[src/hdl/abm_pkg.sv]
// Shared types and constants for the approximate bitap matcher.
`default_nettype none
package abm_pkg;

  // Default sizing
  localparam int PATTERN_LEN_DEF = 64;
  localparam int MAX_ERRORS_DEF  = 4;

  // Field widths
  localparam int OP_W     = 2;
  localparam int SYM_W    = 8;
  localparam int POS_W    = 6;
  localparam int PLEN_W   = 7;
  localparam int ELIM_W   = 3;
  localparam int CFG_W    = 7;
  localparam int CFG_IDX_W = 1;
  localparam int IN_DATA_W  = 16;
  localparam int OUT_DATA_W = 8;

  // Item opcodes
  typedef enum logic [OP_W-1:0] {
    OP_LOAD    = 2'd0,
    OP_RESTART = 2'd1,
    OP_TEXT    = 2'd2
  } op_e;

  // Register indexes
  localparam logic [CFG_IDX_W-1:0] REG_PATTERN_LENGTH = 1'b0;
  localparam logic [CFG_IDX_W-1:0] REG_ERROR_LIMIT    = 1'b1;

  // Control broadcast to every cell
  typedef struct packed {
    logic             step;
    logic             restart;
    logic             load;
    logic [SYM_W-1:0] symbol;
    logic [POS_W-1:0] position;
  } cell_ctrl_t;

endpackage
`default_nettype wire

[src/hdl/abm_cell.sv]
// One pattern position: its character and its bit of every error level.
`default_nettype none
module abm_cell
  import abm_pkg::*;
#(
  parameter int LEVELS = MAX_ERRORS_DEF + 1,
  parameter int LEN_W  = 7,
  parameter int LIM_W  = 3,
  parameter int IDX    = 0
) (
  input  wire               clk_i,
  input  wire               rst_ni,
  input  wire cell_ctrl_t   ctrl_i,
  input  wire [LEN_W-1:0]   used_len_i,
  input  wire [LIM_W-1:0]   lim_i,
  input  wire [LEVELS-1:0]  prev_old_i,  // old level bits of position IDX-1
  input  wire [LEVELS-1:0]  prev_new_i,  // new level bits of position IDX-1
  output logic [LEVELS-1:0] lvl_old_o,
  output logic [LEVELS-1:0] lvl_new_o,
  output logic              hit_o
);

  localparam bit Addressable = IDX < (2 ** POS_W);

  logic [SYM_W-1:0]  char_q;
  logic [LEVELS-1:0] lvl_q, lvl_d, lvl_new, lvl_init;
  logic              in_use, is_last, mask_bit, wr_en;

  assign in_use  = LEN_W'(IDX) < used_len_i;
  assign is_last = used_len_i == LEN_W'(IDX + 1);
  assign wr_en   = Addressable && ctrl_i.load &&
                   (ctrl_i.position == POS_W'(IDX % (2 ** POS_W)));

  // mask bit is 0 where this pattern character equals the text byte
  assign mask_bit = ~(in_use && (char_q == ctrl_i.symbol));

  always_comb begin
    for (int r = 0; r < LEVELS; r++) begin
      lvl_init[r] = IDX >= r;
    end
    lvl_new[0] = prev_old_i[0] | mask_bit;
    for (int r = 1; r < LEVELS; r++) begin
      lvl_new[r] = (prev_old_i[r] | mask_bit) & prev_old_i[r-1] & lvl_q[r-1] &
                   prev_new_i[r-1];
    end
  end

  always_comb begin
    lvl_d = lvl_q;
    if (ctrl_i.restart) begin
      lvl_d = lvl_init;
    end else if (ctrl_i.step) begin
      lvl_d = lvl_new;
    end
  end

  always_ff @(posedge clk_i or negedge rst_ni) begin
    if (!rst_ni) begin
      lvl_q <= lvl_init;
    end else begin
      lvl_q <= lvl_d;
    end
  end

  always_ff @(posedge clk_i) begin
    if (wr_en) begin
      char_q <= ctrl_i.symbol;
    end
  end

  generate
    if (LEVELS == 1) begin : g_one
      assign hit_o = is_last & ~lvl_new[0];
    end else begin : g_sel
      assign hit_o = is_last & ~lvl_new[lim_i];
    end
  endgenerate

  assign lvl_old_o = lvl_q;
  assign lvl_new_o = lvl_new;

endmodule
`default_nettype wire

[src/hdl/approximate_bitap_matcher_unit.sv]
// Approximate bitap matcher: a row of per-position cells with a registered result.
//
//  channel   | dir | handshake             | word contents (low bit up)
//  ----------+-----+-----------------------+-----------------------------------------
//  s_axis    | in  | tvalid/tready         | opcode[1:0] symbol[9:2] position[15:10]
//  m_axis    | out | tvalid/tready         | match_found[0], zeros [7:1]
//  cfg       | in  | cfg_we_i, no wait     | idx 0 pattern_length, idx 1 error_limit
//
// One word per cycle unless stalled; each accepted word gives one result next cycle.
// The critical path is the ripple of new level bits from a cell to its neighbor,
// MAX_ERRORS+1 deep, then the OR over all cell hit taps into the result register.
// Reset is asynchronous; it sets levels to their start values and empties the
// output register. Pattern characters are not reset.
// A waiting result blocks input only while m_axis_tready is low; when it drains,
// a new word is taken in the same cycle.
`default_nettype none
module approximate_bitap_matcher_unit
  import abm_pkg::*;
#(
  parameter int PATTERN_LEN = PATTERN_LEN_DEF,
  parameter int MAX_ERRORS  = MAX_ERRORS_DEF
) (
  input  wire                  clk_i,
  input  wire                  rst_ni,
  input  wire                  s_axis_tvalid,
  output logic                 s_axis_tready,
  input  wire [IN_DATA_W-1:0]  s_axis_tdata,   // opcode, symbol, position
  output logic                 m_axis_tvalid,
  input  wire                  m_axis_tready,
  output logic [OUT_DATA_W-1:0] m_axis_tdata,  // match_found, zero pad
  input  wire                  cfg_we_i,
  input  wire [CFG_IDX_W-1:0]  cfg_idx_i,
  input  wire [CFG_W-1:0]      cfg_wdata_i
);

  localparam int Levels = MAX_ERRORS + 1;
  localparam int LenW   = $clog2(PATTERN_LEN + 1);
  localparam int LimW   = (Levels > 1) ? $clog2(Levels) : 1;
  localparam int CmpW   = (LenW > PLEN_W) ? LenW : PLEN_W;

  // input word unpack
  logic [OP_W-1:0]  in_op;
  logic [SYM_W-1:0] in_sym;
  logic [POS_W-1:0] in_pos;
  assign in_op  = s_axis_tdata[OP_W-1:0];
  assign in_sym = s_axis_tdata[OP_W+SYM_W-1:OP_W];
  assign in_pos = s_axis_tdata[OP_W+SYM_W+POS_W-1:OP_W+SYM_W];

  // configuration, held already saturated
  logic [LenW-1:0] used_len_q, used_len_d;
  logic [LimW-1:0] lim_q, lim_d;
  logic [CmpW-1:0] plen_ext;
  logic [3:0]      elim_ext;

  assign plen_ext = CmpW'(cfg_wdata_i[PLEN_W-1:0]);
  assign elim_ext = {1'b0, cfg_wdata_i[ELIM_W-1:0]};

  always_comb begin
    used_len_d = used_len_q;
    lim_d      = lim_q;
    if (cfg_we_i) begin
      case (cfg_idx_i)
        REG_PATTERN_LENGTH: begin
          if (plen_ext == '0) begin
            used_len_d = LenW'(1);
          end else if (plen_ext > CmpW'(PATTERN_LEN)) begin
            used_len_d = LenW'(PATTERN_LEN);
          end else begin
            used_len_d = LenW'(plen_ext);
          end
        end
        REG_ERROR_LIMIT: begin
          if (elim_ext > 4'(MAX_ERRORS)) begin
            lim_d = LimW'(MAX_ERRORS);
          end else begin
            lim_d = LimW'(elim_ext);
          end
        end
        default: begin
          used_len_d = used_len_q;
        end
      endcase
    end
  end

  // handshake: one result register, input flows when it is free or draining
  logic in_acc;
  logic out_valid_q, out_valid_d;
  logic out_match_q, out_match_d;

  assign s_axis_tready = !out_valid_q || m_axis_tready;
  assign in_acc        = s_axis_tvalid && s_axis_tready;

  cell_ctrl_t ctrl;
  always_comb begin
    ctrl.step     = in_acc && (in_op == OP_TEXT);
    ctrl.restart  = in_acc && (in_op == OP_RESTART);
    ctrl.load     = in_acc && (in_op == OP_LOAD);
    ctrl.symbol   = in_sym;
    ctrl.position = in_pos;
  end

  // cell row; position 0 sees zeros shifted in
  logic [Levels-1:0]      old_bits [PATTERN_LEN];
  logic [Levels-1:0]      new_bits [PATTERN_LEN];
  logic [PATTERN_LEN-1:0] hits;

  generate
    for (genvar i = 0; i < PATTERN_LEN; i++) begin : g_cell
      logic [Levels-1:0] p_old, p_new;
      if (i == 0) begin : g_head
        assign p_old = '0;
        assign p_new = '0;
      end else begin : g_link
        assign p_old = old_bits[i-1];
        assign p_new = new_bits[i-1];
      end
      abm_cell #(
        .LEVELS (Levels),
        .LEN_W  (LenW),
        .LIM_W  (LimW),
        .IDX    (i)
      ) u_cell (
        .clk_i      (clk_i),
        .rst_ni     (rst_ni),
        .ctrl_i     (ctrl),
        .used_len_i (used_len_q),
        .lim_i      (lim_q),
        .prev_old_i (p_old),
        .prev_new_i (p_new),
        .lvl_old_o  (old_bits[i]),
        .lvl_new_o  (new_bits[i]),
        .hit_o      (hits[i])
      );
    end
  endgenerate

  always_comb begin
    out_valid_d = out_valid_q;
    out_match_d = out_match_q;
    if (in_acc) begin
      out_valid_d = 1'b1;
      out_match_d = (in_op == OP_TEXT) && (|hits);
    end else if (m_axis_tready) begin
      out_valid_d = 1'b0;
    end
  end

  always_ff @(posedge clk_i or negedge rst_ni) begin
    if (!rst_ni) begin
      used_len_q  <= LenW'(1);
      lim_q       <= '0;
      out_valid_q <= 1'b0;
    end else begin
      used_len_q  <= used_len_d;
      lim_q       <= lim_d;
      out_valid_q <= out_valid_d;
    end
  end

  always_ff @(posedge clk_i) begin
    out_match_q <= out_match_d;
  end

  assign m_axis_tvalid = out_valid_q;
  assign m_axis_tdata  = {(OUT_DATA_W - 1)'(0), out_match_q};

endmodule
`default_nettype wire

[config.mk]
export PLATFORM = sky130hd
export DESIGN_NAME = approximate_bitap_matcher_unit
export DESIGN_NICKNAME = d
export VERILOG_FILES = /design/src/hdl/abm_pkg.sv /design/src/hdl/abm_cell.sv /design/src/hdl/approximate_bitap_matcher_unit.sv
export SDC_FILE = /design/constraint.sdc
export NUM_CORES = 2
export LEC_CHECK = 0
export ABC_AREA = 1
export BUFFER_PORTS_ARGS = -buffer_cell sky130_fd_sc_hd__clkbuf_2
export CAP_MARGIN = 10
export CORE_MARGIN = 2
export CORE_UTILIZATION = 35
export CTS_CLUSTER_SIZE = 16
export DETAILED_ROUTE_END_ITERATION = 8
export GPL_ROUTABILITY_DRIVEN = 0
export SLEW_MARGIN = 30
export SYNTH_ARGS = -nofsm -noshare
export SYNTH_HDL_FRONTEND = slang
export SYNTH_SLANG_ARGS = --single-unit
[constraint.sdc]
create_clock -name clk_i -period 7.65 [get_ports clk_i]
set_clock_uncertainty 0.05 [all_clocks]
set_input_delay 1.1475 -clock clk_i [delete_from_list [all_inputs] [get_ports clk_i]]
set_output_delay 1.1475 -clock clk_i [all_outputs]
set_load 0.01 [all_outputs]
=== Word-level counts from Yosys, hierarchy flattened ===
Cells that the tools add are included.

* Register bits: 837
* Input port bits: 29
* Logic and storage cells: 2036

* $lt $le $gt $ge: 67
* Equality and inequality tests: 193
* Muxes and demuxes: 261
* Bitwise logic cells: 1240
* Reduce and logical (&&, ||, !) cells: 143

{| class="wikitable"
|+ Operator list
! cell !! count
|-
| 1-bit bitwise AND || 802
|-
| 5-bit 2-to-1 mux || 120
|-
| 8-bit == test || 64
|-
| 1-bit OR || 309
|-
| 7-bit by 6-bit == test with 1-bit output (second input constant) || 32
|-
| 6-bit by 7-bit less-than comparator with 1-bit output (first input constant) || 32
|-
| 1-bit binary-select mux with 3-bit select || 64
|-
| 6-bit == test (second input constant) || 32
|-
| 1-bit logical AND || 133
|-
| 1-bit NOT || 129
|-
| 7-bit by 5-bit == test with 1-bit output (second input constant) || 16
|-
| 5-bit by 7-bit less-than comparator with 1-bit output (first input constant) || 16
|-
| 6-bit by 5-bit == test with 1-bit output (second input constant) || 16
|-
| 1-bit 2-to-1 mux || 66
|-
| 64-bit OR reduction || 1
|-
| 7-bit by 4-bit == test with 1-bit output (second input constant) || 8
|-
| 4-bit by 7-bit less-than comparator with 1-bit output (first input constant) || 8
|-
| 6-bit by 4-bit == test with 1-bit output (second input constant) || 8
|-
| 7-bit by 3-bit == test with 1-bit output (second input constant) || 4
|-
| 3-bit by 7-bit less-than comparator with 1-bit output (first input constant) || 4
|-
| 6-bit by 3-bit == test with 1-bit output (second input constant) || 4
|-
| 4-bit 2-to-1 mux || 4
|-
| 7-bit by 2-bit == test with 1-bit output (second input constant) || 2
|-
| 1-bit by 7-bit less-than comparator with 1-bit output (first input constant) || 2
|-
| other kinds (20) || 28
|}

=== Logic depth before layout (Yosys ltp) ===
* Depth in word-level cells: 16
* Depth in mapped cells: 24
* Depth with buffers taken out: 22

=== Worst setup path before layout ===
Ideal clock, no wire load.

* Path type: input to register
* Start: in s_axis_tdata[8]
* End: reg out_match_q (data pin)
* Setup time: 0.252 ns
* Arrival: 2.928 ns
* Data required time: 7.348 ns
* Path slack: 4.420 ns
* Stages: 19
* Buffers on the path: 3
* Path through: buf_2 -> buf_6 -> buf_4 -> xor2_1 -> nor2_1 -> nand3_1 -> nor2_1 -> nor2_2 -> nand3_1 -> inv_1 -> nand3_1 -> nand3_1 -> nand2_1 -> nor2_1 -> nand2_1 -> nor2_1 -> nand2_1 -> nor2_1 -> nor2_1

* Cells in the longest elaborated chain, start to end: 16
* Elaborated cells between the ends (all ways): 1497
* Classes of those cells: eq/ne (64); mux (128); bitwise (1239); reduce/logical (66)

{| class="wikitable"
|+ RTL lines
! item !! RTL line !! RTL
|-
| from (decl) || approximate_bitap_matcher_unit.sv:27 || <nowiki>input wire [IN_DATA_W-1:0] s_axis_tdata,</nowiki>
|-
| 8-bit == test || abm_cell.sv:35 || <nowiki>assign mask_bit = ~(in_use && (char_q == ctrl_i.symbol));</nowiki>
|-
| 1-bit logical AND || abm_cell.sv:35 ||
|-
| 1-bit NOT || abm_cell.sv:35 ||
|-
| 1-bit OR || abm_cell.sv:43 || <nowiki>lvl_new[r] = (prev_old_i[r] | mask_bit) & prev_old_i[r-1] & lvl_q[r-1] &</nowiki>
|-
| 1-bit bitwise AND (6 in a row) || abm_cell.sv:43 ||
|-
| 1-bit binary-select mux with 3-bit select || abm_cell.sv:75 || <nowiki>assign hit_o = is_last & ~lvl_new[lim_i];</nowiki>
|-
| 1-bit 2-to-1 mux (not written as such) || abm_cell.sv:75 ||
|-
| 1-bit NOT || abm_cell.sv:75 ||
|-
| 1-bit bitwise AND || abm_cell.sv:75 ||
|-
| 64-bit OR reduction * || approximate_bitap_matcher_unit.sv:143 || <nowiki>out_match_d = (in_op == OP_TEXT) && (|hits);</nowiki>
|-
| 1-bit logical AND * || approximate_bitap_matcher_unit.sv:143 ||
|-
| to (signal assigned) || approximate_bitap_matcher_unit.sv:162 || <nowiki>out_match_q <= out_match_d;</nowiki>
|-
| to (decl) || approximate_bitap_matcher_unit.sv:89 || <nowiki>logic out_match_q, out_match_d;</nowiki>
|}

Mark *: on every way between the ends. The rest lies on a longest branch, timed or not. The select of a mux whose other input is x is not followed.
A chain may end at the register's enable or synchronous reset.

=== Worst setup path in the final report ===
* Start: reg used_len_q[6]
* End: reg out_match_q (data pin)

* Cells in the longest elaborated chain, start to end: 16
* Elaborated cells between the ends (all ways): 1561
* Classes of those cells: order compare (64); eq/ne (64); mux (128); bitwise (1239); reduce/logical (66)

{| class="wikitable"
|+ RTL lines
! item !! RTL line !! RTL
|-
| from (decl) || approximate_bitap_matcher_unit.sv:50 || <nowiki>logic [LenW-1:0] used_len_q, used_len_d;</nowiki>
|-
| from (signal assigned) || approximate_bitap_matcher_unit.sv:151 || <nowiki>used_len_q <= LenW'(1);</nowiki>
|-
| from (signal assigned) || approximate_bitap_matcher_unit.sv:155 || <nowiki>used_len_q <= used_len_d;</nowiki>
|-
| 1-bit by 7-bit less-than comparator with 1-bit output (tied with other cells) || abm_cell.sv:29 || <nowiki>assign in_use = LEN_W'(IDX) < used_len_i;</nowiki>
|-
| 1-bit logical AND || abm_cell.sv:35 ||
|-
| 1-bit NOT || abm_cell.sv:35 ||
|-
| 1-bit OR || abm_cell.sv:43 ||
|-
| 1-bit bitwise AND (6 in a row) || abm_cell.sv:43 ||
|-
| 1-bit binary-select mux with 3-bit select || abm_cell.sv:75 ||
|-
| 1-bit 2-to-1 mux (not written as such) || abm_cell.sv:75 ||
|-
| 1-bit NOT || abm_cell.sv:75 ||
|-
| 1-bit bitwise AND || abm_cell.sv:75 ||
|-
| 64-bit OR reduction * || approximate_bitap_matcher_unit.sv:143 ||
|-
| 1-bit logical AND * || approximate_bitap_matcher_unit.sv:143 ||
|}

Marked as above.

==> impl_results.md <==
* Vias in the first global route at approximately 38000
* Worst-path clk slew at 0.06 ns
* Slew headroom at 0.2466
* Part of the power in registers at 0.453
* Mux contribution to synthesized area at 0
* Global-route wire length before repair at approximately 250000 um
* Number of diodes at 0
* F_max at 201.5 MHz
* Placed cells at 7698
* RSZ-0062 raised after global routing: false
* Setup TNS at 0 ns
* Clk buf depth at 3
* Synth Area in Adders at 0
* Combinational family with the most area after synthesis: simple AND/OR/NAND/NOR gates
* Final net count at ~6000
* Max-slew violations at 0
* Post-synth ARST share at 0.3842
* Clock root cell: clkbuf_16
* CP peak stage delay at approximately 0.84 ns
* Total CTS buffers at between 90 and 100
* Final worst path period share at 0.6488
* CP endpoint kind: flip-flop
* Fin cells at slightly below 8000
* Final hold violation count at 0
* # hold bufs at CTS at 0
* Fillers at around 13000
* Drc violations at 0
* VDD IR max at about 0.18 mV
* XOR/XNOR Fraction of Synth Area at 0.03898
* Final total power at about 12000 uW
* Total track usage at 0.2381
* Top-area cell type share of the netlist area at 0.3249
* Initial antenna violation count at 1
* Initial Util at 0.3513
* Post-Synth Simple-Gate Area at 0.2880
* # Post-CTS Setup Buffers at 0
* Cell taking the most area after synthesis: edfxtp_1
* Routed length per instance at roughly 21 um
* CP Class: reg -> reg
* CTS tree: yes
* Crit path launch type: flip-flop
* Internal power at ~8300 uW
* Critical Path, Cell by Cell: nor2_4 > nand2_2 > nor2_1 > nor2_1 > nand3b_1 > nand2_1 > nor2_1 > and2_1 > nand3_1 > nand2_1 > inv_1 > nand2_1 > nand2_1 > nor2_1 > nand2_1 > nor2_1 > nand2_1 > nor2_1 > nor2_1
* H-tree lvl count at 3
* Core Area at between 100000 and 150000 um^2
* Via density at around 5.2
* Flops & latches, synth at about 830
* Req. time, crit path at between 8 and 9 ns
* Die ar. at ~140000 um^2
* P_sw at 3368 uW
* Layout cells sized above 1 at 0.1026
* Synth Warn # at 0
* Max-cap violation count at 0
* CP max FO at 20
* Clock period minus worst slack at roughly 5 ns
* Initial DRC Count at 5179
* Worst path slowest cell: nor2_4
* I/O pin total at 39
* HP Class: reg -> reg
* Combinational share of power at 0.144
* Ys flop type: edfxtp_1
* Final antenna-violating net count at 0
* Synthesized area per cell at between 7 and 8 um^2
* Post-synth EDFFs at slightly above 500
* Mapped Area at 47410 um^2
* Grt ovf at 0
* Vias at between 40000 and 50000
* IO Port Bufs at 31
* P_leak at approximately 0.025 uW
* Final setup viols at 0
* Sw Ratio at 0.2891
* Die Height at ~370 um
* Post-CTS Resized at 0
* Largest net degree at the start of global routing at between 150 and 200
* Outcome: completed
* Power share of the clock group at 0.403
* Final Cell Area at between 50000 and 60000 um^2
* DP HPWL at 114000 um
* CTS Sinks at roughly 830
* Sequential fraction of the synthesis area at 0.5020
* Syn Inst Count at 6053
* Area grow syn2layout at 10.71%
* Synth Area in Compound Gates at 0.07535
* Total iterations of the first detailed-routing run at 7
* Synth area leaders: edfxtp_1 (32%), dfstp_2 (17%), nand2_1 (14%)
* Row cnt at 135
* Netlist cell types at a little over 50
* Die Wd at around 370 um
* WL final at around 170000 um
* Later-pin clock latency in the skew report at 0.72 ns
* Worst Tran Pin Value at between 1 and 1.5 ns
* Power Density at about 220 nW/um^2
* DP Area at ~50000 um^2
* Critical Path AT at ~5.4 ns
* Most used cell, CP: nor2_1
==> metrics by stage <==
stage | worst slack [ns] | utilization | hold slack (ns)
after floorplan | 4.420 | - | 0.4054
after CTS | 2.849 | 0.3886 | 0.3943
after global routing | 2.607 | 0.3889 | 0.4614
after global placement | 2.474 | 0.3648 | 0.4224
final | 2.686 | 0.3889 | 0.4379
after detailed placement | 2.431 | 0.3653 | 0.4288
==> worst paths after layout <==
kind / start / endpoint / slack (ns) / cells past startpoint
max: used_len_q[6] / out_match_q / 2.69 / 19
min: g_cell[53].u_cell.lvl_old_o[4] / g_cell[53].u_cell.lvl_old_o[4] / 0.44 / 2
max reg2reg: used_len_q[6] / out_match_q / 2.69 / 19
min reg2reg: g_cell[53].u_cell.lvl_old_o[4] / g_cell[53].u_cell.lvl_old_o[4] / 0.44 / 2
max in group asynchronous: rst_ni / lim_q[0] / 5.52 / 2
min in group asynchronous: rst_ni / m_axis_tvalid / 0.47 / 1
==> layer usage <==
metal	vias to the layer above	track usage	wire (um)	part of all wire
li1	19220	-	-	-
met5	-	0	0	0
met1	19410	0.3361	71070	0.43
met2	2048	0.3537	71310	0.43
met4	0	0.09918	7290	0.044
met3	357	0.04830	17140	0.10
==> power by group through the flow <==
| stage | logic [uW] | registers [uW] | clock network, uW |
|---|---|---|---|
| after floorplan | 1100 | 5260 | 0 |
| after global placement | 1630 | 5350 | 0 |
| after detailed placement | 1650 | 5340 | 0 |
| after CTS | 1650 | 5270 | 4750 |
| after global routing | 1840 | 5290 | 4920 |
| final | 1680 | 5270 | 4700 |
==> placed cells by master, fill, tap and decap left out, types with 24 or more instances in the layout <==
cell type  count
nand2_1     1807
inv_1        892
nor2_1       773
edfxtp_1     513
nand3_1      461
dfstp_2      310
a21oi_1      210
xnor2_1      155
a22oi_1      139
nand4_1      111
clkbuf_16     99
o21ai_0       85
xor2_1        56
o21bai_1      51
buf_4         43
nor2_2        32
nor3_1        27
o31ai_1       26
nand3b_1      24
clkbuf_1      24
==> flip-flops by register name, summed over array words and instances, names as in the netlist <==
register / flops
g_cell.u_cell.char_q: 512
g_cell.u_cell.lvl_old_o: 309
used_len_q: 7
lim_q: 3
m_axis_tvalid: 1
out_match_q: 1
==> Yosys cell counts (11+ instances only) <==
cell type	n
xnor2_1	155
nor2_1	782
edfxtp_1	513
buf_2	67
o21ai_0	85
nand4_1	111
nand3b_1	24
buf_4	38
a22oi_1	139
nor2_2	27
xor2_1	56
clkbuf_1	103
nand3_1	461
o31ai_1	26
dfstp_2	310
a21oi_1	210
o22a_1	12
a2bb2oi_1	18
nor3_1	30
inv_1	895
inv_2	19
nand2_1	1807
o211ai_1	11
o21bai_1	51
==> cell type report <==
class / count / area, um^2 / area share
Clock buffer: 126 / 2609 / 0.04971
Inverter: 916 / 3441 / 0.06556
Clock inverter: 56 / 541.8 / 0.01032
Tap cell: 1781 / 2228 / 0.04246
Multi-Input combinational cell: 4088 / 19160 / 0.3650
Timing Repair Buffer: 81 / 700.7 / 0.01335
Sequential cell: 833 / 23810 / 0.4536
==> worst max-delay path: cells and delay by family (launching register included) <==
family	cells	cell delay (ns)
simple gates	18	4.03
flops	1	0.58
buf+inv	1	0.04
==> cells by family (layout without fill, tap and decap cells) <==
family                 after synthesis  in the layout
other                                1              7
buffers and inverters             1138           1179
XOR/XNOR                           211            211
flip-flops                         833            833
AO/OA/AOI/OAI                      573            573
AND/OR/NAND/NOR                   3297           3297
Power figures use the tool's default switching activity.
